===== config.mk =====
export PLATFORM = sky130hd
export DESIGN_NAME = digest_response_record_parser
export DESIGN_NICKNAME = d
export VERILOG_FILES = /design/src/drp_pkg.sv /design/src/digest_response_record_parser.sv /design/src/drp_parse.sv /design/src/drp_resq.sv
export SDC_FILE = /design/constraint.sdc
export NUM_CORES = 1
export LEC_CHECK = 0
export BUFFER_PORTS_ARGS = -buffer_cell sky130_fd_sc_hd__buf_2
export CAP_MARGIN = 20
export CORE_MARGIN = 10
export CORE_UTILIZATION = 56
export DETAILED_ROUTE_END_ITERATION = 10
export GPL_ROUTABILITY_DRIVEN = 0
export PLACE_DENSITY_LB_ADDON = 0.1
export REMOVE_ABC_BUFFERS = 1
export SLEW_MARGIN = 20
export SYNTH_ARGS = -nofsm -noshare
export SYNTH_HDL_FRONTEND = slang
export SYNTH_SLANG_ARGS = --single-unit
export TNS_END_PERCENT = 1

===== constraint.sdc =====
create_clock -name i_clk -period 12.3 [get_ports i_clk]
set_clock_uncertainty 0.1 [all_clocks]
set_input_delay 2.46 -clock i_clk [delete_from_list [all_inputs] [get_ports i_clk]]
set_output_delay 2.46 -clock i_clk [all_outputs]
set_load 0.03 [all_outputs]

===== src/drp_pkg.sv =====
// ----------------------------------------------------------------------------
// drp_pkg - shared types and constants for the digest response parser
// Codes, the status word table and the result beat layout used by the parser
// core, the result queue and the top level.
// ----------------------------------------------------------------------------
package drp_pkg;

    // Record counter width
    localparam int COUNT_WIDTH = 16;
    localparam int SEEN_W      = 16;
    localparam int CMP_W       = (COUNT_WIDTH > SEEN_W) ? COUNT_WIDTH : SEEN_W;

    // Result queue geometry
    localparam int FIFO_DEPTH = 4;
    localparam int PTR_W      = 2;
    localparam int LVL_W      = 3;

    // Parser phases
    localparam logic [1:0] PH_STATUS = 2'd0;
    localparam logic [1:0] PH_NONCE  = 2'd1;
    localparam logic [1:0] PH_CR     = 2'd2;
    localparam logic [1:0] PH_DRAIN  = 2'd3;

    // Result kinds
    localparam logic [1:0] KIND_NONCE   = 2'd0;
    localparam logic [1:0] KIND_REC_END = 2'd1;
    localparam logic [1:0] KIND_MSG_END = 2'd2;

    // Record status codes
    localparam logic [1:0] ST_CONFIRMED = 2'd0;
    localparam logic [1:0] ST_INVALID   = 2'd1;
    localparam logic [1:0] ST_UNKNOWN   = 2'd2;

    // Verdict codes
    localparam logic [2:0] V_OK      = 3'd0;
    localparam logic [2:0] V_BADWORD = 3'd1;
    localparam logic [2:0] V_NOLF    = 3'd2;
    localparam logic [2:0] V_EMPTY   = 3'd3;
    localparam logic [2:0] V_UNTERM  = 3'd4;
    localparam logic [2:0] V_TRAIL   = 3'd5;
    localparam logic [2:0] V_COUNT   = 3'd6;

    // Delimiters
    localparam logic [7:0] CH_EQ = 8'h3D;
    localparam logic [7:0] CH_CR = 8'h0D;
    localparam logic [7:0] CH_LF = 8'h0A;

    // Configuration register indexes
    localparam logic REG_EXPECTED_COUNT = 1'b0;

    // One result beat
    typedef struct packed {
        logic [1:0]        kind;
        logic [7:0]        nonce_byte;
        logic [1:0]        entry_status;
        logic [2:0]        verdict;
        logic [SEEN_W-1:0] records_seen;
        logic              last_of_run;
    } t_result;

    // Results produced by one accepted byte
    typedef struct packed {
        logic [1:0] cnt;
        t_result    r0;
        t_result    r1;
    } t_push;

    // Length of each status word
    function automatic logic [3:0] word_len(input logic [1:0] idx);
        logic [3:0] len;
        unique case (idx)
            ST_CONFIRMED: len = 4'd9;
            ST_INVALID:   len = 4'd7;
            ST_UNKNOWN:   len = 4'd7;
            default:      len = 4'd0;
        endcase
        return len;
    endfunction

    // Lower-case text of each status word; zero beyond its end
    function automatic logic [7:0] word_char(input logic [1:0] idx, input logic [3:0] pos);
        logic [7:0] ch;
        ch = 8'h00;
        unique case (idx)
            ST_CONFIRMED: begin
                unique case (pos)
                    4'd0: ch = "c";
                    4'd1: ch = "o";
                    4'd2: ch = "n";
                    4'd3: ch = "f";
                    4'd4: ch = "i";
                    4'd5: ch = "r";
                    4'd6: ch = "m";
                    4'd7: ch = "e";
                    4'd8: ch = "d";
                    default: ch = 8'h00;
                endcase
            end
            ST_INVALID: begin
                unique case (pos)
                    4'd0: ch = "i";
                    4'd1: ch = "n";
                    4'd2: ch = "v";
                    4'd3: ch = "a";
                    4'd4: ch = "l";
                    4'd5: ch = "i";
                    4'd6: ch = "d";
                    default: ch = 8'h00;
                endcase
            end
            ST_UNKNOWN: begin
                unique case (pos)
                    4'd0: ch = "u";
                    4'd1: ch = "n";
                    4'd2: ch = "k";
                    4'd3: ch = "n";
                    4'd4: ch = "o";
                    4'd5: ch = "w";
                    4'd6: ch = "n";
                    default: ch = 8'h00;
                endcase
            end
            default: ch = 8'h00;
        endcase
        return ch;
    endfunction

endpackage


===== src/digest_response_record_parser.sv =====
// ----------------------------------------------------------------------------
// digest_response_record_parser - streaming digest response payload parser
// Parses status=nonce CR LF records one byte a cycle when ready, passes nonce
// bytes on, reports record ends and a verdict on the last byte of each message.
// ----------------------------------------------------------------------------
// Result beats are registered in the result queue and offered in arrival order.
// Throughput: one byte a cycle while the queue has room for two beats; a byte
//   yielding two beats (a record end or nonce byte with the verdict) fills two
//   slots of the 4-beat result queue, which drains one beat a cycle on i_ready.
// Reset: synchronous, active low; parse state and queue clear, expected_count
//   returns to 1.
module digest_response_record_parser (
    input  logic        i_clk,
    input  logic        i_rst_n,
    // Input byte channel
    input  logic        i_valid,
    output logic        o_ready,
    input  logic [7:0]  i_data_byte,
    input  logic        i_end_of_message,
    // Result channel
    output logic        o_valid,
    input  logic        i_ready,
    output logic [1:0]  o_kind,
    output logic [7:0]  o_nonce_byte,
    output logic [1:0]  o_entry_status,
    output logic [2:0]  o_verdict,
    output logic [15:0] o_records_seen,
    output logic        o_last_of_run,
    // Configuration port
    input  logic        psel,
    input  logic        penable,
    input  logic        pwrite,
    input  logic [2:0]  paddr,
    input  logic [31:0] pwdata,
    output logic [31:0] prdata,
    output logic        pready
);
    import drp_pkg::*;

    logic [15:0]      r_expected_count;
    logic             accept;
    logic             pop;
    t_push            push;
    t_result          head;
    logic [LVL_W-1:0] level;

    // Configuration register
    assign pready = 1'b1;

    always_ff @(posedge i_clk) begin
        if (!i_rst_n) begin
            r_expected_count <= 16'd1;
        end else if (psel && penable && pwrite && paddr[2] == REG_EXPECTED_COUNT) begin
            r_expected_count <= pwdata[15:0];
        end
    end

    assign prdata = (paddr[2] == REG_EXPECTED_COUNT) ? {16'd0, r_expected_count} : 32'd0;

    // Take a byte while the queue has room for two beats
    assign o_ready = (level <= LVL_W'(FIFO_DEPTH - 2));
    assign accept  = i_valid && o_ready;
    assign o_valid = (level != '0);
    assign pop     = o_valid && i_ready;

    drp_parse u_parse (
        .i_clk            (i_clk),
        .i_rst_n          (i_rst_n),
        .i_accept         (accept),
        .i_data_byte      (i_data_byte),
        .i_end_of_message (i_end_of_message),
        .i_expected_count (r_expected_count),
        .o_push           (push)
    );

    drp_resq u_resq (
        .i_clk   (i_clk),
        .i_rst_n (i_rst_n),
        .i_push  (push),
        .i_pop   (pop),
        .o_head  (head),
        .o_level (level)
    );

    assign o_kind         = head.kind;
    assign o_nonce_byte   = head.nonce_byte;
    assign o_entry_status = head.entry_status;
    assign o_verdict      = head.verdict;
    assign o_records_seen = head.records_seen;
    assign o_last_of_run  = head.last_of_run;

    // Every message end yields a verdict beat
    a_eom_pushes: assert property (@(posedge i_clk) disable iff (!i_rst_n)
        (accept && i_end_of_message) |-> (push.cnt != 2'd0))
        else $error("message end produced no result beat");

    // Two beats from one byte only on a message end
    a_pair_on_eom: assert property (@(posedge i_clk) disable iff (!i_rst_n)
        (push.cnt == 2'd2) |-> (accept && i_end_of_message))
        else $error("two beats pushed without a message end");

    // The queue never overfills
    a_no_overflow: assert property (@(posedge i_clk) disable iff (!i_rst_n)
        accept |=> (level <= LVL_W'(FIFO_DEPTH)))
        else $error("result queue overflow");

    // A verdict beat always closes its run
    a_verdict_last: assert property (@(posedge i_clk) disable iff (!i_rst_n)
        (o_valid && o_kind == KIND_MSG_END) |-> o_last_of_run)
        else $error("verdict beat not marked last");

endmodule


===== src/drp_parse.sv =====
// ----------------------------------------------------------------------------
// drp_parse - per-byte record parser
// Holds the parse state and turns each accepted byte into up to two result
// beats for the result queue.
// ----------------------------------------------------------------------------
module drp_parse (
    input  logic                i_clk,
    input  logic                i_rst_n,
    input  logic                i_accept,
    input  logic [7:0]          i_data_byte,
    input  logic                i_end_of_message,
    input  logic [15:0]         i_expected_count,
    output drp_pkg::t_push      o_push
);
    import drp_pkg::*;

    logic [1:0]             r_phase,    n_phase;
    logic [3:0]             r_pos,      n_pos;
    logic [2:0]             r_mask,     n_mask;
    logic [1:0]             r_status,   n_status;
    logic                   r_nonempty, n_nonempty;
    logic [COUNT_WIDTH-1:0] r_count,    n_count;
    logic                   r_ovf,      n_ovf;
    logic [2:0]             r_err,      n_err;

    logic [7:0]       lc;
    logic             hit_any;
    logic [1:0]       hit_idx;
    logic             nonce_emit;
    logic             rec_emit;
    logic [2:0]       end_err;
    logic [2:0]       verdict;
    logic [CMP_W-1:0] cnt_ext;
    logic [SEEN_W-1:0] seen;
    t_result          first_res;
    t_result          end_res;

    // Fold upper-case ASCII letters
    assign lc = (i_data_byte >= "A" && i_data_byte <= "Z") ? (i_data_byte + 8'd32)
                                                           : i_data_byte;

    // Next parse state for this byte
    always_comb begin
        n_phase    = r_phase;
        n_pos      = r_pos;
        n_mask     = r_mask;
        n_status   = r_status;
        n_nonempty = r_nonempty;
        n_count    = r_count;
        n_ovf      = r_ovf;
        n_err      = r_err;
        nonce_emit = 1'b0;
        rec_emit   = 1'b0;
        hit_any    = 1'b0;
        hit_idx    = ST_CONFIRMED;

        // Later words take priority on a full match
        for (int i = 0; i < 3; i++) begin
            if (r_mask[i] && word_len(2'(i)) == r_pos) begin
                hit_any = 1'b1;
                hit_idx = 2'(i);
            end
        end

        unique case (r_phase)
            PH_STATUS: begin
                if (i_data_byte == CH_EQ) begin
                    if (!hit_any) begin
                        n_err   = V_BADWORD;
                        n_phase = PH_DRAIN;
                    end else begin
                        n_status   = hit_idx;
                        n_phase    = PH_NONCE;
                        n_nonempty = 1'b0;
                    end
                end else begin
                    // Drop words that no longer match
                    for (int i = 0; i < 3; i++) begin
                        if (r_pos >= word_len(2'(i)) || word_char(2'(i), r_pos) != lc) begin
                            n_mask[i] = 1'b0;
                        end
                    end
                    if (r_pos != 4'hF) begin
                        n_pos = r_pos + 4'd1;
                    end
                end
            end
            PH_NONCE: begin
                if (i_data_byte == CH_CR) begin
                    n_phase = PH_CR;
                end else begin
                    n_nonempty = 1'b1;
                    nonce_emit = 1'b1;
                end
            end
            PH_CR: begin
                if (i_data_byte != CH_LF) begin
                    n_err   = V_NOLF;
                    n_phase = PH_DRAIN;
                end else if (!r_nonempty) begin
                    n_err   = V_EMPTY;
                    n_phase = PH_DRAIN;
                end else begin
                    if (r_count == {COUNT_WIDTH{1'b1}}) begin
                        n_ovf = 1'b1;
                    end else begin
                        n_count = r_count + COUNT_WIDTH'(1);
                    end
                    rec_emit   = 1'b1;
                    n_phase    = PH_STATUS;
                    n_pos      = 4'd0;
                    n_mask     = 3'b111;
                    n_nonempty = 1'b0;
                end
            end
            PH_DRAIN: begin
                // Ignore bytes after an error
            end
        endcase
    end

    // Work out the verdict for a message end
    always_comb begin
        end_err = n_err;
        if (n_err == V_OK) begin
            if (n_phase == PH_NONCE || n_phase == PH_CR) begin
                end_err = V_UNTERM;
            end else if (n_phase == PH_STATUS && n_pos != 4'd0) begin
                end_err = V_TRAIL;
            end
        end
        cnt_ext = CMP_W'(n_count);
        if (end_err != V_OK) begin
            verdict = end_err;
        end else if (n_count == '0 || n_ovf || cnt_ext != CMP_W'(i_expected_count)) begin
            verdict = V_COUNT;
        end else begin
            verdict = V_OK;
        end
        seen = (cnt_ext > CMP_W'({SEEN_W{1'b1}})) ? {SEEN_W{1'b1}} : cnt_ext[SEEN_W-1:0];
    end

    // Build the result beats
    always_comb begin
        first_res.kind         = rec_emit ? KIND_REC_END : KIND_NONCE;
        first_res.nonce_byte   = rec_emit ? 8'h00 : i_data_byte;
        first_res.entry_status = n_status;
        first_res.verdict      = V_OK;
        first_res.records_seen = seen;
        first_res.last_of_run  = !i_end_of_message;

        end_res.kind         = KIND_MSG_END;
        end_res.nonce_byte   = 8'h00;
        end_res.entry_status = n_status;
        end_res.verdict      = verdict;
        end_res.records_seen = seen;
        end_res.last_of_run  = 1'b1;

        o_push.r1 = end_res;
        if (nonce_emit || rec_emit) begin
            o_push.r0  = first_res;
            o_push.cnt = i_end_of_message ? 2'd2 : 2'd1;
        end else begin
            o_push.r0  = end_res;
            o_push.cnt = i_end_of_message ? 2'd1 : 2'd0;
        end
        if (!i_accept) begin
            o_push.cnt = 2'd0;
        end
    end

    // Advance the state; clear it after a message end
    always_ff @(posedge i_clk) begin
        if (!i_rst_n) begin
            r_phase    <= PH_STATUS;
            r_pos      <= 4'd0;
            r_mask     <= 3'b111;
            r_status   <= ST_UNKNOWN;
            r_nonempty <= 1'b0;
            r_count    <= '0;
            r_ovf      <= 1'b0;
            r_err      <= V_OK;
        end else if (i_accept) begin
            if (i_end_of_message) begin
                r_phase    <= PH_STATUS;
                r_pos      <= 4'd0;
                r_mask     <= 3'b111;
                r_status   <= ST_UNKNOWN;
                r_nonempty <= 1'b0;
                r_count    <= '0;
                r_ovf      <= 1'b0;
                r_err      <= V_OK;
            end else begin
                r_phase    <= n_phase;
                r_pos      <= n_pos;
                r_mask     <= n_mask;
                r_status   <= n_status;
                r_nonempty <= n_nonempty;
                r_count    <= n_count;
                r_ovf      <= n_ovf;
                r_err      <= n_err;
            end
        end
    end

endmodule


===== src/drp_resq.sv =====
// ----------------------------------------------------------------------------
// drp_resq - result queue
// Small queue that takes up to two result beats a cycle and hands out one
// beat a cycle on the output channel while the receiver is ready.
// ----------------------------------------------------------------------------
module drp_resq (
    input  logic                     i_clk,
    input  logic                     i_rst_n,
    input  drp_pkg::t_push           i_push,
    input  logic                     i_pop,
    output drp_pkg::t_result         o_head,
    output logic [drp_pkg::LVL_W-1:0] o_level
);
    import drp_pkg::*;

    t_result          r_mem [FIFO_DEPTH];
    logic [PTR_W-1:0] r_wp, n_wp;
    logic [PTR_W-1:0] r_rp, n_rp;
    logic [LVL_W-1:0] r_level, n_level;

    // Pointer and level updates
    always_comb begin
        n_wp    = r_wp + PTR_W'(i_push.cnt);
        n_rp    = i_pop ? (r_rp + PTR_W'(1)) : r_rp;
        n_level = r_level + LVL_W'(i_push.cnt) - LVL_W'(i_pop);
    end

    always_ff @(posedge i_clk) begin
        if (!i_rst_n) begin
            r_wp    <= '0;
            r_rp    <= '0;
            r_level <= '0;
        end else begin
            r_wp    <= n_wp;
            r_rp    <= n_rp;
            r_level <= n_level;
        end
    end

    // Store pushed beats in order
    always_ff @(posedge i_clk) begin
        if (i_push.cnt != 2'd0) begin
            r_mem[r_wp] <= i_push.r0;
        end
        if (i_push.cnt == 2'd2) begin
            r_mem[r_wp + PTR_W'(1)] <= i_push.r1;
        end
    end

    assign o_head  = r_mem[r_rp];
    assign o_level = r_level;

endmodule

# [Yosys cells after proc, flatten, opt, wreduce, memory -nomap -nowiden]
# Memories as Yosys holds them, arrays and structs flattened. A register that Yosys moved wholly into a read port is not among the register bits.
# Index checks and enable logic that the tools add are counted.
[totals] register_bits=55 latchBits=0 ramBits=128 rom_bits=112 inputBits=51 out_inout_bits=67 word_cells=188 n_memories=2
[op_classes] add_sub_neg=8 n_mul=0 div=0 magnitude_cmp=6 eq_ne=31 shift=0 muxes=91 bitwise=1 n_reduce_logical=35
[memory_table] name="u_resq.r_mem" words=4 word_bits=32 rd=1 rd_ports_with_merged_regs=1 wr=2 line="drp_resq.sv:16" rtl="t_result r_mem [FIFO_DEPTH];"
[memory_table] name="(no name shown)" words=16 word_bits=7 rd=1 rd_ports_with_merged_regs=1 wr=0 line="drp_pkg.sv:86" rtl="unique case (pos)"
[op_table] cell="2-to-1 mux 16 bit" n=7
[op_table] cell="2-to-1 mux 8 bit" n=8
[op_table] cell="2-to-1 mux 4 bit" n=11
[op_table] cell="2-to-1 mux 3 bit" n=14
[op_table] cell="case mux 7 bit (6 select lines)" n=1
[op_table] cell="case mux 7 bit (5 select lines)" n=1
[op_table] cell="2-to-1 mux 34 bit" n=1
[op_table] cell="2-to-1 mux 2 bit" n=15
[op_table] cell="2-to-1 mux 1 bit" n=28
[op_table] cell="!= test 8 bit" n=3
[op_table] cell="AND reduction 6 bit" n=4
[op_table] cell="!= test 3 x 2 -> 1 bit (second input constant)" n=6
[op_table] cell="adder 16 x 1 -> 16 bit (second input constant)" n=1
[op_table] cell="equality test 16 bit (second input constant)" n=1
[op_table] cell="greater-than comparator 16 bit (second input constant)" n=1
[op_table] cell="logical NOT 16 bit" n=1
[op_table] cell="!= test 16 bit" n=1
[op_table] cell="equality test 4 x 3 -> 1 bit (second input constant)" n=3
[op_table] cell="case mux 3 bit (2 select lines)" n=2
[op_table] cell="logical AND 1 bit" n=10
[op_table] cell="!= test 3 bit (second input constant)" n=3
[op_table] cell="nonzero test 3 bit" n=3
[op_table] cell="adder 8 x 6 -> 8 bit (second input constant)" n=1
[op_table] cell="equality test 4 x 2 -> 1 bit (second input constant)" n=2
[op_table] cell="other kinds (31)" n=44

# [Logic depth before layout (Yosys ltp)]
# Gate-level depths: netlist (run 1).
[logic_depth] depth_word=20 depth_mapped=15 ltp_nobuf=13

# [Modules after synthesis]
# A second synthesis (run 1) with hierarchy kept.
[hier_totals] hier_cells=1066 area_unflattened_um2=12187.9
[by_module_without_submodules] mod="drp_resq" instances=1 cells_each=355 area_each_um2=6979.2
[by_module_without_submodules] mod="drp_parse" instances=1 cells_each=601 area_each_um2=4272.8
[by_module_without_submodules] mod="digest_response_record_parser" instances=1 cells_each=110 area_each_um2=935.9

# [Worst setup path before layout (run 1)]
# OpenSTA, ideal clock, no wires.
[synth_timing] path_type="input to register" from="in i_data_byte[0]" to="mem u_resq.r_mem[2][10] in the netlist's numbering, enable pin" setup_ns=0.377 arrival_ns=5.569 required_time_ns=11.823 path_slack_ns=6.254 cell_stages=14 path_buffers=3 path_cell_list="clkbuf_1 -> and4bb_2 -> and4_1 -> buf_2 -> buf_4 -> nor2_1 -> inv_1 -> ha_1 -> nor2_1 -> nor2_1 -> nand2_1 -> nor2_1 -> nor2_1 -> inv_1"
[synth_lines] element="from (decl)" line="digest_response_record_parser.sv:18" rtl="input logic [7:0] i_data_byte,"
[synth_lines] element="to (decl)" line="drp_resq.sv:16"

==> results by group, run 1 <==
Outcome
  – Status: finished, final reports clean

CTS
  – Clk slew on worst S/H paths: 0.07 ns
  – Root Buffer: clkbuf_16
  – Post-CTS Setup Bufs: 0
  – CTS tree: done
  – Clock Sink Count: 191
  – Hold_buf cts: 0
  – CTS resizes: 0
  – Worst-case clock buffer depth: 2
  – Num CTS Buffers: 17
  – Clock Latency Late Sink: 0.45 ns
  – H-tree Lvls: 4

Critical path
  – Crit path DAT: 6.54 ns
  – Worst path max stage delay: 0.79 ns
  – Setup CP Type: in2reg
  – Crit path capture type: register
  – Reg2reg path depth: 10
  – CP Data Required Time: 12.27 ns
  – Startpoint types: input port
  – CP max stage cell: or4_1
  – Worst-path fanout max: 22
  – Worst-path cell chain: buf_2 > nor4_4 > nand2_1 > and2_1 > nor2_1 > inv_1 > ha_1 > nor2_1 > or4_1 > inv_1 > nor2_1 > buf_4 > inv_1

Route
  – WL final: 26.7 mm
  – First-pass detailed-route iteration total: 5
  – Vias per cell: 6.02
  – Final antenna-violating net count: 0
  – Iter 0 DRT Violations: 882
  – WL per Instance: 19.0 um
  – Residual DRC count: 0
  – Vias: 8,496

Synthesis
  – Most used DFF post-synth: dfxtp_1
  – Synthesis Warnings: 0
  – Count of cell types in the netlist: 80
  – Synthesized cell area: 10,500 um2
  – Synth Instances: 1,130
  – Sequential-to-total area share from yosys stat: 0.445
  – Post-synth EDFFs: 84
  – Avg Cell Area, Syn: 9.28 um2
  – FFs w/ async S/R, synth: 0
  – Number of synthesized register bits: 191

Placed design
  – Number of buffers added on ports: 82
  – DP HPWL: 17.8 mm
  – Number of instances in the placed design: 1,379
  – Post-Place Cell Area: 10,900 um2

Timing
  – Worst-margin pin slew: 1.01 ns
  – Setup TNS: 0 ns
  – Hold Fails Final Rpt: 0
  – Final Max Slew Viols: 0
  – RSZ-0062 raised after global routing: no
  – Min cycle time layout: 6.58 ns
  – Highest clock rate: 0.152 GHz
  – Final setup vio count: 0
  – Slew HR: 0.325
  – Final period util: 0.535

Cells and area
  – Ratio of cells with drive above 1 in the final layout: 0.152
  – Commonest non-fill, non-tap cell in the layout: nor2_1
  – Final #Nets: 1,238
  – Register area: 4670 um2
  – Cell area after layout: 11,500 um2
  – Most frequent cells in the layout: nor2_1 (189), nand2_1 (118), dfxtp_1 (106), edfxtp_1 (84), buf_2 (82)
  – Area of the multi-input gates: 5360 um2
  – Layout Cells excl Fill: 1,411
  – Diode count: 0
  – Fillers: 1,542
  – Area Overhead vs Synth: 9.93%

Min path
  – Hold crit path type: reg2reg
  – Hold path depth: 2

Pwr
  – Total power draw: 0.00165 W
  – VDD IR max: 0.100 mV
  – Pwr/cell area: 143 nW/um2
  – Static leakage: 4.15 nW

Die
  – Die Width: 157 um
  – Die height: 157 um
  – Die Area: 24,600 um2
  – # IOs: 118
  – Initial core utilization: 0.576
  – Core area: 18,200 um2
  – Cell Rows: 49

GRT
  – Global-route wire length before repair: 42.4 mm
  – Grt ovf: 0
  – Vias in the first global route: 7,988
  – Pin count of the biggest net entering global routing: 59
  – Initial antenna violation count: 0
  – All-Layer GR Usage: 0.216

Job
  – Max Cap Viol: 0
-- per-layer routing --
| metal | GRT usage | wire length, um | up-vias | part of all wire |
|---|---|---|---|---|
| met1 | 0.303 | 12200 | 4067 | 0.46 |
| li1 | - | - | 4081 | - |
| met4 | 0.0548 | 325 | 0 | 0.012 |
| met2 | 0.333 | 12200 | 325 | 0.46 |
| met5 | 0 | 0 | - | 0 |
| met3 | 0.0447 | 1940 | 23 | 0.073 |
-- where the power goes --
part | switching [W] | internal [W]
Sequential | 0.0000189 | 0.000694
Combinational | 0.000234 | 0.000136
Clock | 0.000276 | 0.000294
Total | 0.000528 | 0.00112
-- critical path, delay by kind of cell --
kind                     cells  cell delay, ns
AND/OR/NAND/NOR              7            2.14
adder cells (fa/ha/maj)      1            0.42
buffers and inverters        5            1.51
-- sequential cells by signal (all words and copies together), names as in the netlist, named ones only --
signal and count:
u_parse.r_nonempty 1, u_parse.r_err 3, r_expected_count 16, u_resq.r_mem 128, u_parse.r_pos 4, u_parse.r_phase 2, u_parse.r_status 2, u_resq.r_wp 2
u_resq.o_level 3, u_parse.r_count 16, u_resq.r_rp 2, u_parse.r_ovf 1, u_parse.r_mask 3
-- layout make-up --
| cell class | count | share of cell area |
|---|---|---|
| Multi-Input combinational cell | 836 | 0.465 |
| Sequential cell | 191 | 0.405 |
| Timing Repair Buffer | 94 | 0.0434 |
| Clock buffer | 17 | 0.0369 |
| Tap cell | 229 | 0.0248 |
| Clock inverter | 15 | 0.0163 |
| Inverter | 29 | 0.00944 |
-- path summary, 6_finish.rpt --
check / start / to / slack [ns]
max: i_data_byte[4] / u_resq.r_mem[1][17]$_DFFE_PP_ / 5.72
min: u_resq.r_mem[3][31]$_SDFFE_PP1P_ / u_resq.r_mem[3][31]$_SDFFE_PP1P_ / 0.35
max reg2reg: u_parse.r_phase[1]$_SDFFE_PN0P_ / u_resq.r_mem[0][20]$_DFFE_PP_ / 7.67
min reg2reg: u_resq.r_mem[3][31]$_SDFFE_PP1P_ / u_resq.r_mem[3][31]$_SDFFE_PP1P_ / 0.35
-- kinds of logic (layout without fill, tap and decap cells) --
logic type                 count (synthesis)  count (layout)  synth area share
adders and majority gates                 18              18            0.0222
muxes                                     37              37            0.0735
buffers and inverters                    118             155            0.0500
xor gates and xnor gates                  36              36            0.0308
and+or+nand+nor                          511             511             0.246
AOI/OAI and AO/OA                        217             217             0.133
DFF                                      191             191             0.445
other                                      2              17          0.000716
-- synthesized netlist by cell type, types with 7 or more instances --
master    count  area share
xor2_1       14       0.012
clkbuf_1     58       0.021
o21ai_0      44       0.021
a21boi_0     23       0.016
and2_1       29       0.017
and3_1        7      0.0042
nand2b_1     13      0.0078
a21oi_1      71       0.034
a31oi_1       8      0.0048
o22ai_1       7      0.0042
ha_1         17       0.020
nand3_1      34       0.016
xnor2_1      21       0.018
nor2b_1      25       0.015
buf_1         7      0.0025
mux4_2       32       0.069
inv_1        28       0.010
or4_1         8      0.0057
nor2_1      189       0.068
nor3_1       18      0.0086
buf_4        18       0.013
dfxtp_1     107        0.20
or3_1         8      0.0048
nand4_1      13      0.0078
nand2_1     118       0.042
edfxtp_1     84        0.24
-- stage by stage --
step	setup slack, ns	hold slack [ns]	util
after floorplan	5.82	0.318	-
after global placement	5.32	0.328	0.600
after detailed placement	5.30	0.342	0.600
final	5.72	0.352	0.633
after global routing	5.43	0.375	0.633
after CTS	5.75	0.353	0.633
Note: power is estimated with default switching activity, not from simulation.
==> run 2, diff against run 1 <==
- ABC_AREA: unset -> 1
- CORE_UTILIZATION: 56 -> 53
- clock period: 12.3 -> 5.4 ns (I/O delays scaled with it)
==> run 2 against run 1 <==
Register-to-register slack worse by 5.7 ns. Cell area down 2.7%. Die area up 1.3%. Routed wire length down 2.8%. Via count up 4.1%. Area after synthesis down 3.9%. First-iteration DRC count down 3.7%. Global-route usage down 0.61 points. Hold slack worse by 0.016 ns. Flip-flop and latch count unchanged. Critical path type unchanged.
==> results by group, run 2 <==
Timing
  – RSZ-0062 raised after global routing: no
  – Final setup vio count: 0 (unchanged)
  – Final period util: 0.768
  – Highest clock rate: 0.241 GHz
  – Slew HR: 0.316 (-0.00967)
  – Worst-margin pin slew: 1.03 ns (+0.0145 ns)
  – Hold Fails Final Rpt: 0 (unchanged)
  – Min cycle time layout: 4.15 ns
  – Final Max Slew Viols: 0 (unchanged)
  – Setup TNS: 0 ns (unchanged)
  – Final setup margin: 1.25 ns (-4.47 ns)

Synthesis
  – FFs w/ async S/R, synth: 0 (unchanged)
  – Post-synth EDFFs: 84 (unchanged)
  – Area share of the largest cell type after synthesis: 0.250 (+0.00979)
  – Avg Cell Area, Syn: 7.67 um2 (-17%)
  – Commonest cells in the netlist: nor2_1 (235), nand2_1 (224), o21ai_0 (142), inv_1 (129), dfxtp_1 (107)
  – Most used DFF post-synth: dfxtp_1
  – Count leader, synth: nor2_1
  – Number of synthesized register bits: 191 (unchanged)
  – Synth Instances: 1,315 (+16%)
  – Count of cell types in the netlist: 49 (-39%)
  – Post-synth top area cell: edfxtp_1
  – Ranking of synthesized cells by area: edfxtp_1 (25%), dfxtp_1 (21%), nor2_1 (8.8%)
  – Sequential-to-total area share from yosys stat: 0.463 (+0.0181)
  – Synthesized cell area: 10,100 um2 (-3.9%)
  – Synthesis Warnings: 0 (unchanged)

Route
  – Vias per cell: 5.44 (-9.7%)
  – Final antenna-violating net count: 0 (unchanged)
  – WL per Instance: 16.0 um (-16%)
  – First-pass detailed-route iteration total: 6 (+1)
  – WL final: 26.0 mm (-2.8%)
  – Vias: 8,846 (+4.1%)
  – Iter 0 DRT Violations: 849 (-3.7%)
  – Residual DRC count: 0 (unchanged)

Cells and area
  – Final #Nets: 1,449 (+17%)
  – Layout Cells excl Fill: 1,627 (+15%)
  – Commonest non-fill, non-tap cell in the layout: nor2_1
  – Ratio of cells with drive above 1 in the final layout: 0.143 (-0.00943)
  – Fillers: 1,733 (+12%)
  – Biggest regs: u_resq.r_mem x128, r_expected_count x16, u_parse.r_count x16
  – Area Overhead vs Synth: 11.3%
  – Most flops, register: u_resq.r_mem
  – Most frequent cells in the layout: nor2_1 (235), nand2_1 (224), o21ai_0 (142), inv_1 (129), dfxtp_1 (106)
  – Largest register FFs: 128 (unchanged)
  – Diode count: 0 (unchanged)

Critical path
  – CP Data Required Time: 5.41 ns (-6.86 ns)
  – Reg2Reg Setup Slack: 1.96 ns (-5.71 ns)
  – R2R Path End: u_resq.r_mem[1][21]$_DFFE_PP_
  – Crit path DAT: 4.15 ns (-2.39 ns)
  – Worst R2R Start: u_parse.r_phase[0]$_SDFFE_PN0P_
  – Worst-path fanout max: 22 (unchanged)
  – Reg2reg path depth: 18 (+8)
  – Crit path capture type: register
  – Setup CP Type: in2reg
  – Startpoint types: input port

Die
  – Die Area: 24,900 um2 (+1.3%)
  – Cell Rows: 50 (+2.0%)
  – Die height: 158 um (+0.66%)
  – Die Width: 158 um (+0.66%)
  – Initial core utilization: 0.539 (-0.0372)
  – # IOs: 118 (unchanged)
  – Core area: 18,700 um2 (+2.7%)

Min path
  – Min-delay src: u_parse.r_err[2]$_SDFFE_PN0P_
  – Hold path depth: 2 (unchanged)
  – Min-Delay Endpoint: u_parse.r_err[2]$_SDFFE_PN0P_
  – Hold crit path type: reg2reg

CTS
  – Root Buffer: clkbuf_16
  – CTS resizes: 0 (unchanged)
  – Post-CTS Setup Bufs: 0 (unchanged)
  – Clock Sink Count: 191 (unchanged)
  – H-tree Lvls: 4 (unchanged)
  – CTS tree: done
  – Worst-case clock buffer depth: 2 (unchanged)
  – Clk slew on worst S/H paths: 0.07 ns (about the same)
  – Hold_buf cts: 0 (unchanged)
  – Clock Latency Late Sink: 0.44 ns (about the same)
  – Num CTS Buffers: 17 (unchanged)

GRT
  – Vias in the first global route: 8,337 (+4.4%)
  – All-Layer GR Usage: 0.210 (-0.00613)
  – Global-route wire length before repair: 42.2 mm (-0.46%)
  – Grt ovf: 0 (unchanged)
  – Initial antenna violation count: 0 (unchanged)
  – Pin count of the biggest net entering global routing: 65 (+10%)

Placed design
  – Number of buffers added on ports: 82 (unchanged)
  – Number of instances in the placed design: 1,595 (+16%)
  – DP HPWL: 18.0 mm (+1.3%)
  – Setup WS pre-CTS: 0.865 ns (-4.43 ns)

Pwr
  – Pwr/cell area: 379 nW/um2 (+160%)
  – Static leakage: 4.70 nW (+13%)
  – VDD IR max: 0.223 mV (+120%)

Job
  – Max Cap Viol: 0 (unchanged)

Outcome
  – Status: finished, final reports clean
## run 2: kinds of logic (layout without fill, tap and decap cells)
group                    Yosys count  in the layout  synth area share
XOR/XNOR                          16             16            0.0153
AND/OR/NAND/NOR                  595            595             0.260
flip-flops                       191            191             0.463
AO/OA/AOI/OAI                    284            284             0.151
other                              2             17          0.000745
adder cells (fa/ha/maj)           18             18            0.0231
buffers and inverters            209            272            0.0876
## run 2: stage by stage
step           hold WS [ns]  total power, W   util  area (um2)
2_1_floorplan         0.312         0.00263      -        9780
3_3_place_gp          0.325         0.00298  0.568       10600
3_5_place_dp          0.322         0.00301  0.568       10600
4_1_cts               0.335         0.00427  0.600       11200
5_1_grt               0.362         0.00448  0.600       11200
6_report              0.336         0.00425  0.600       11200
## run 2: where the power goes
group	internal (W)	switching [W]
clock	0.000661	0.000619
combinational	0.000348	0.000826
sequential	0.00169	0.000110
## run 2: how the worst max path moves through the flow
stage	slack [ns]	from	cells past startpoint	endpoint
after global placement	0.92	i_data_byte[0]	19	u_resq.r_mem[0][14]$_DFFE_PP_
after floorplan	0.98	i_data_byte[5]	19	u_resq.r_mem[0][21]$_DFFE_PP_
after CTS	1.30	i_data_byte[0]	20	u_resq.r_mem[1][21]$_DFFE_PP_
after global routing	0.88	i_data_byte[0]	19	u_resq.r_mem[0][19]$_DFFE_PP_
final	1.25	i_data_byte[0]	19	u_resq.r_mem[0][19]$_DFFE_PP_
after detailed placement	0.87	i_data_byte[0]	20	u_resq.r_mem[1][12]$_DFFE_PP_
## run 2: worst max-delay path: stages
cell and delay (ns):
buf_2 0.14, inv_2 0.08, nor3_2 0.28, nand2_1 0.09, nand2_1 0.09, nor2_1 0.04, buf_4 0.16, inv_1 0.08
nand2_1 0.08, ha_1 0.32, inv_1 0.05, nor2_1 0.20, nor2_1 0.14, inv_1 0.12, nand2_1 0.07, inv_1 0.47
nor2_1 0.15, inv_1 0.15, buf_4 0.33
## run 2: area by class of cell
cell class | count | area (um2) | share of cell area
multi-input combinational | 930 | 4590 | 0.409
timing repair buffer | 99 | 551 | 0.0491
sequential | 191 | 4670 | 0.416
tap | 234 | 293 | 0.0261
clock inverter | 15 | 166 | 0.0148
inverter | 141 | 529 | 0.0472
clock buffer | 17 | 425 | 0.0379
## run 2: routing by layer
layer,global-route usage,vias up,wire [um]
met5,0,-,0
met4,0.0530,0,276
met3,0.0366,26,1640
met2,0.350,287,12400
met1,0.275,4096,11700
li1,-,4437,-
==> run 3, diff against run 2 <==
- clock period: 5.4 -> 3.6 ns (I/O delays scaled with it)
==> run 3 against run 2 <==
Combinational power increased by 55%. Sequential share of layout area shrank 0.49 points. Setup slack lost 0.94 ns. Utilization increased by 0.72 points. Count of clock-buffer cells in the layout unchanged. Clock power grew 51%. Die area is the same. Global-route usage is 0.46 points lower. Non-clock buffer count up 17. Sequential power rose by 48%.
==> results by group, run 3 (same netlist as run 2, synthesis figures left out) <==
Critical path
  – Worst-path cell chain: clkinv_1 > buf_4 > o21ai_0 > o22ai_1 > buf_2
  – CP delay by family, top: buffers and inverters
  – Crit path capture type: primary output
  – Setup CP Type: reg2out
  – Worst-path fanout max: 32 (+45%)
  – CP Data Required Time: 2.78 ns (-2.63 ns)
  – CP max stage cell: clkinv_1
  – Startpoint types: register
  – Crit path buffers/inverters: 3 (-6)
  – Worst path max stage delay: 0.71 ns (+0.24 ns)
  – Crit path DAT: 2.47 ns (-1.68 ns)

Route
  – Residual DRC count: 0 (unchanged)
  – Vias per cell: 5.32 (-2.2%)
  – WL final: 25.5 mm (-1.7%)
  – WL per Instance: 15.5 um (-2.7%)
  – First-pass detailed-route iteration total: 5 (-1)
  – Final antenna-violating net count: 0 (unchanged)
  – Vias: 8,743 (-1.2%)
  – Iter 0 DRT Violations: 815 (-4.0%)

Cells and area
  – Layout Cells excl Fill: 1,644 (+1.0%)
  – Largest register FFs: 128 (unchanged)
  – Fillers: 1,713 (-1.2%)
  – Register area: 4670 um2 (unchanged)
  – Diode count: 0 (unchanged)
  – Area of the multi-input gates: 4590 um2 (unchanged)
  – Final #Nets: 1,466 (+1.2%)
  – Ratio of cells with drive above 1 in the final layout: 0.154 (+0.0110)
  – Most frequent cells in the layout: nor2_1 (235), nand2_1 (224), o21ai_0 (142), inv_1 (129), dfxtp_1 (106)
  – Area Overhead vs Synth: 12.6%
  – Most flops, register: u_resq.r_mem
  – Biggest regs: u_resq.r_mem x128, r_expected_count x16, u_parse.r_count x16
  – Commonest non-fill, non-tap cell in the layout: nor2_1

CTS
  – Post-CTS Setup Bufs: 0 (unchanged)
  – H-tree Lvls: 4 (unchanged)
  – CTS tree: done
  – Clock Sink Count: 191 (unchanged)
  – Root Buffer: clkbuf_16
  – Num CTS Buffers: 17 (unchanged)
  – CTS resizes: 0 (unchanged)
  – Clock Latency Late Sink: 0.44 ns (about the same)
  – Worst-case clock buffer depth: 2 (unchanged)
  – Hold_buf cts: 0 (unchanged)
  – Clk slew on worst S/H paths: 0.07 ns (about the same)

Die
  – Die Area: 24,900 um2 (unchanged)
  – Core area: 18,700 um2 (unchanged)
  – Die height: 158 um (unchanged)
  – Cell Rows: 50 (unchanged)
  – Die Width: 158 um (unchanged)
  – # IOs: 118 (unchanged)
  – Initial core utilization: 0.539 (unchanged)

Outcome
  – Status: finished, final reports clean

Pwr
  – Static leakage: 4.80 nW (+2.0%)
  – VDD IR max: 0.349 mV (+57%)
  – Total power draw: 0.00641 W (+51%)
  – Pwr/cell area: 564 nW/um2 (+49%)

GRT
  – Initial antenna violation count: 0 (unchanged)
  – Global-route wire length before repair: 41.1 mm (-2.6%)
  – All-Layer GR Usage: 0.205 (-0.00458)
  – Pin count of the biggest net entering global routing: 65 (unchanged)
  – Grt ovf: 0 (unchanged)
  – Vias in the first global route: 8,146 (-2.3%)

Timing
  – Final setup margin: 0.314 ns (-0.939 ns)
  – Min cycle time layout: 3.29 ns
  – Setup TNS: 0 ns (unchanged)
  – Slew HR: 0.370 (+0.0539)
  – Final period util: 0.913
  – Final Max Slew Viols: 0 (unchanged)
  – Highest clock rate: 0.304 GHz
  – Worst-margin pin slew: 0.940 ns (-0.0855 ns)
  – RSZ-0062 raised after global routing: no
  – Final setup vio count: 0 (unchanged)
  – Hold Fails Final Rpt: 0 (unchanged)

Placed design
  – Number of buffers added on ports: 82 (unchanged)
  – Number of instances in the placed design: 1,612 (+1.1%)
  – Setup WS pre-CTS: 0.112 ns (-0.753 ns)
  – DP HPWL: 18.1 mm (+0.54%)

Job
  – Max Cap Viol: 0 (unchanged)

Min path
  – Hold crit path type: reg2reg
==> run 3: cell types whose count changed in the layout (fill, tap and decap cells not counted), sizes merged <==
cell and delta:
buf +17, bufinv +1, clkinv -1, clkinvlp -1, inv +1
==> run 3: path summary, 6_finish.rpt <==
check / slack [ns] / start / cells past startpoint / endpoint
worst max-delay path: 0.31 / register / 5 / o_nonce_byte[4]
worst min register to register: 0.34 / u_parse.r_err[2]$_SDFFE_PN0P_ / 2 / u_parse.r_err[2]$_SDFFE_PN0P_
worst min-delay path: 0.34 / u_parse.r_err[2]$_SDFFE_PN0P_ / 2 / u_parse.r_err[2]$_SDFFE_PN0P_
worst max register to register: 0.66 / u_parse.r_pos[2]$_SDFFE_PN0P_ / 19 / u_resq.r_mem[2][18]$_DFFE_PP_
==> run 3: power by group <==
part	total [W]	internal [W]	switching, W
sequential	0.00267	0.00253	0.000132
clock	0.00193	0.00105	0.000879
combinational	0.00181	0.000546	0.00127
==> run 3: worst reg2reg max path: cells and delay by family (launching register included) <==
kind                     cells  cell delay (ns)
AND/OR/NAND/NOR             14             1.54
flip-flops                   1             0.49
buffers and inverters        4             0.32
adder cells (fa/ha/maj)      1             0.23
==> run 3: layout make-up <==
cell class / instances / share of cell area
clock inverters: 15 / 0.0153
inverters: 141 / 0.0466
flip-flops and latches: 191 / 0.411
multi-input cells: 930 / 0.404
well taps: 234 / 0.0258
clock buffers: 17 / 0.0375
repair buffers: 116 / 0.0597
==> run 3: metrics by stage <==
stage | hold slack, ns | utilization | instance area [um2]
after global placement | 0.325 | 0.575 | 10800
after global routing | 0.364 | 0.607 | 11400
after CTS | 0.339 | 0.607 | 11400
after floorplan | 0.312 | - | 9780
after detailed placement | 0.327 | 0.575 | 10800
final | 0.337 | 0.607 | 11400
==> run 3: metal layers <==
metal | global-route usage | up-vias | share of wire
met5 | 0 | - | 0
met4 | 0.0619 | 0 | 0.014
li1 | - | 4462 | -
met3 | 0.0301 | 36 | 0.050
met2 | 0.340 | 204 | 0.47
met1 | 0.271 | 4041 | 0.46
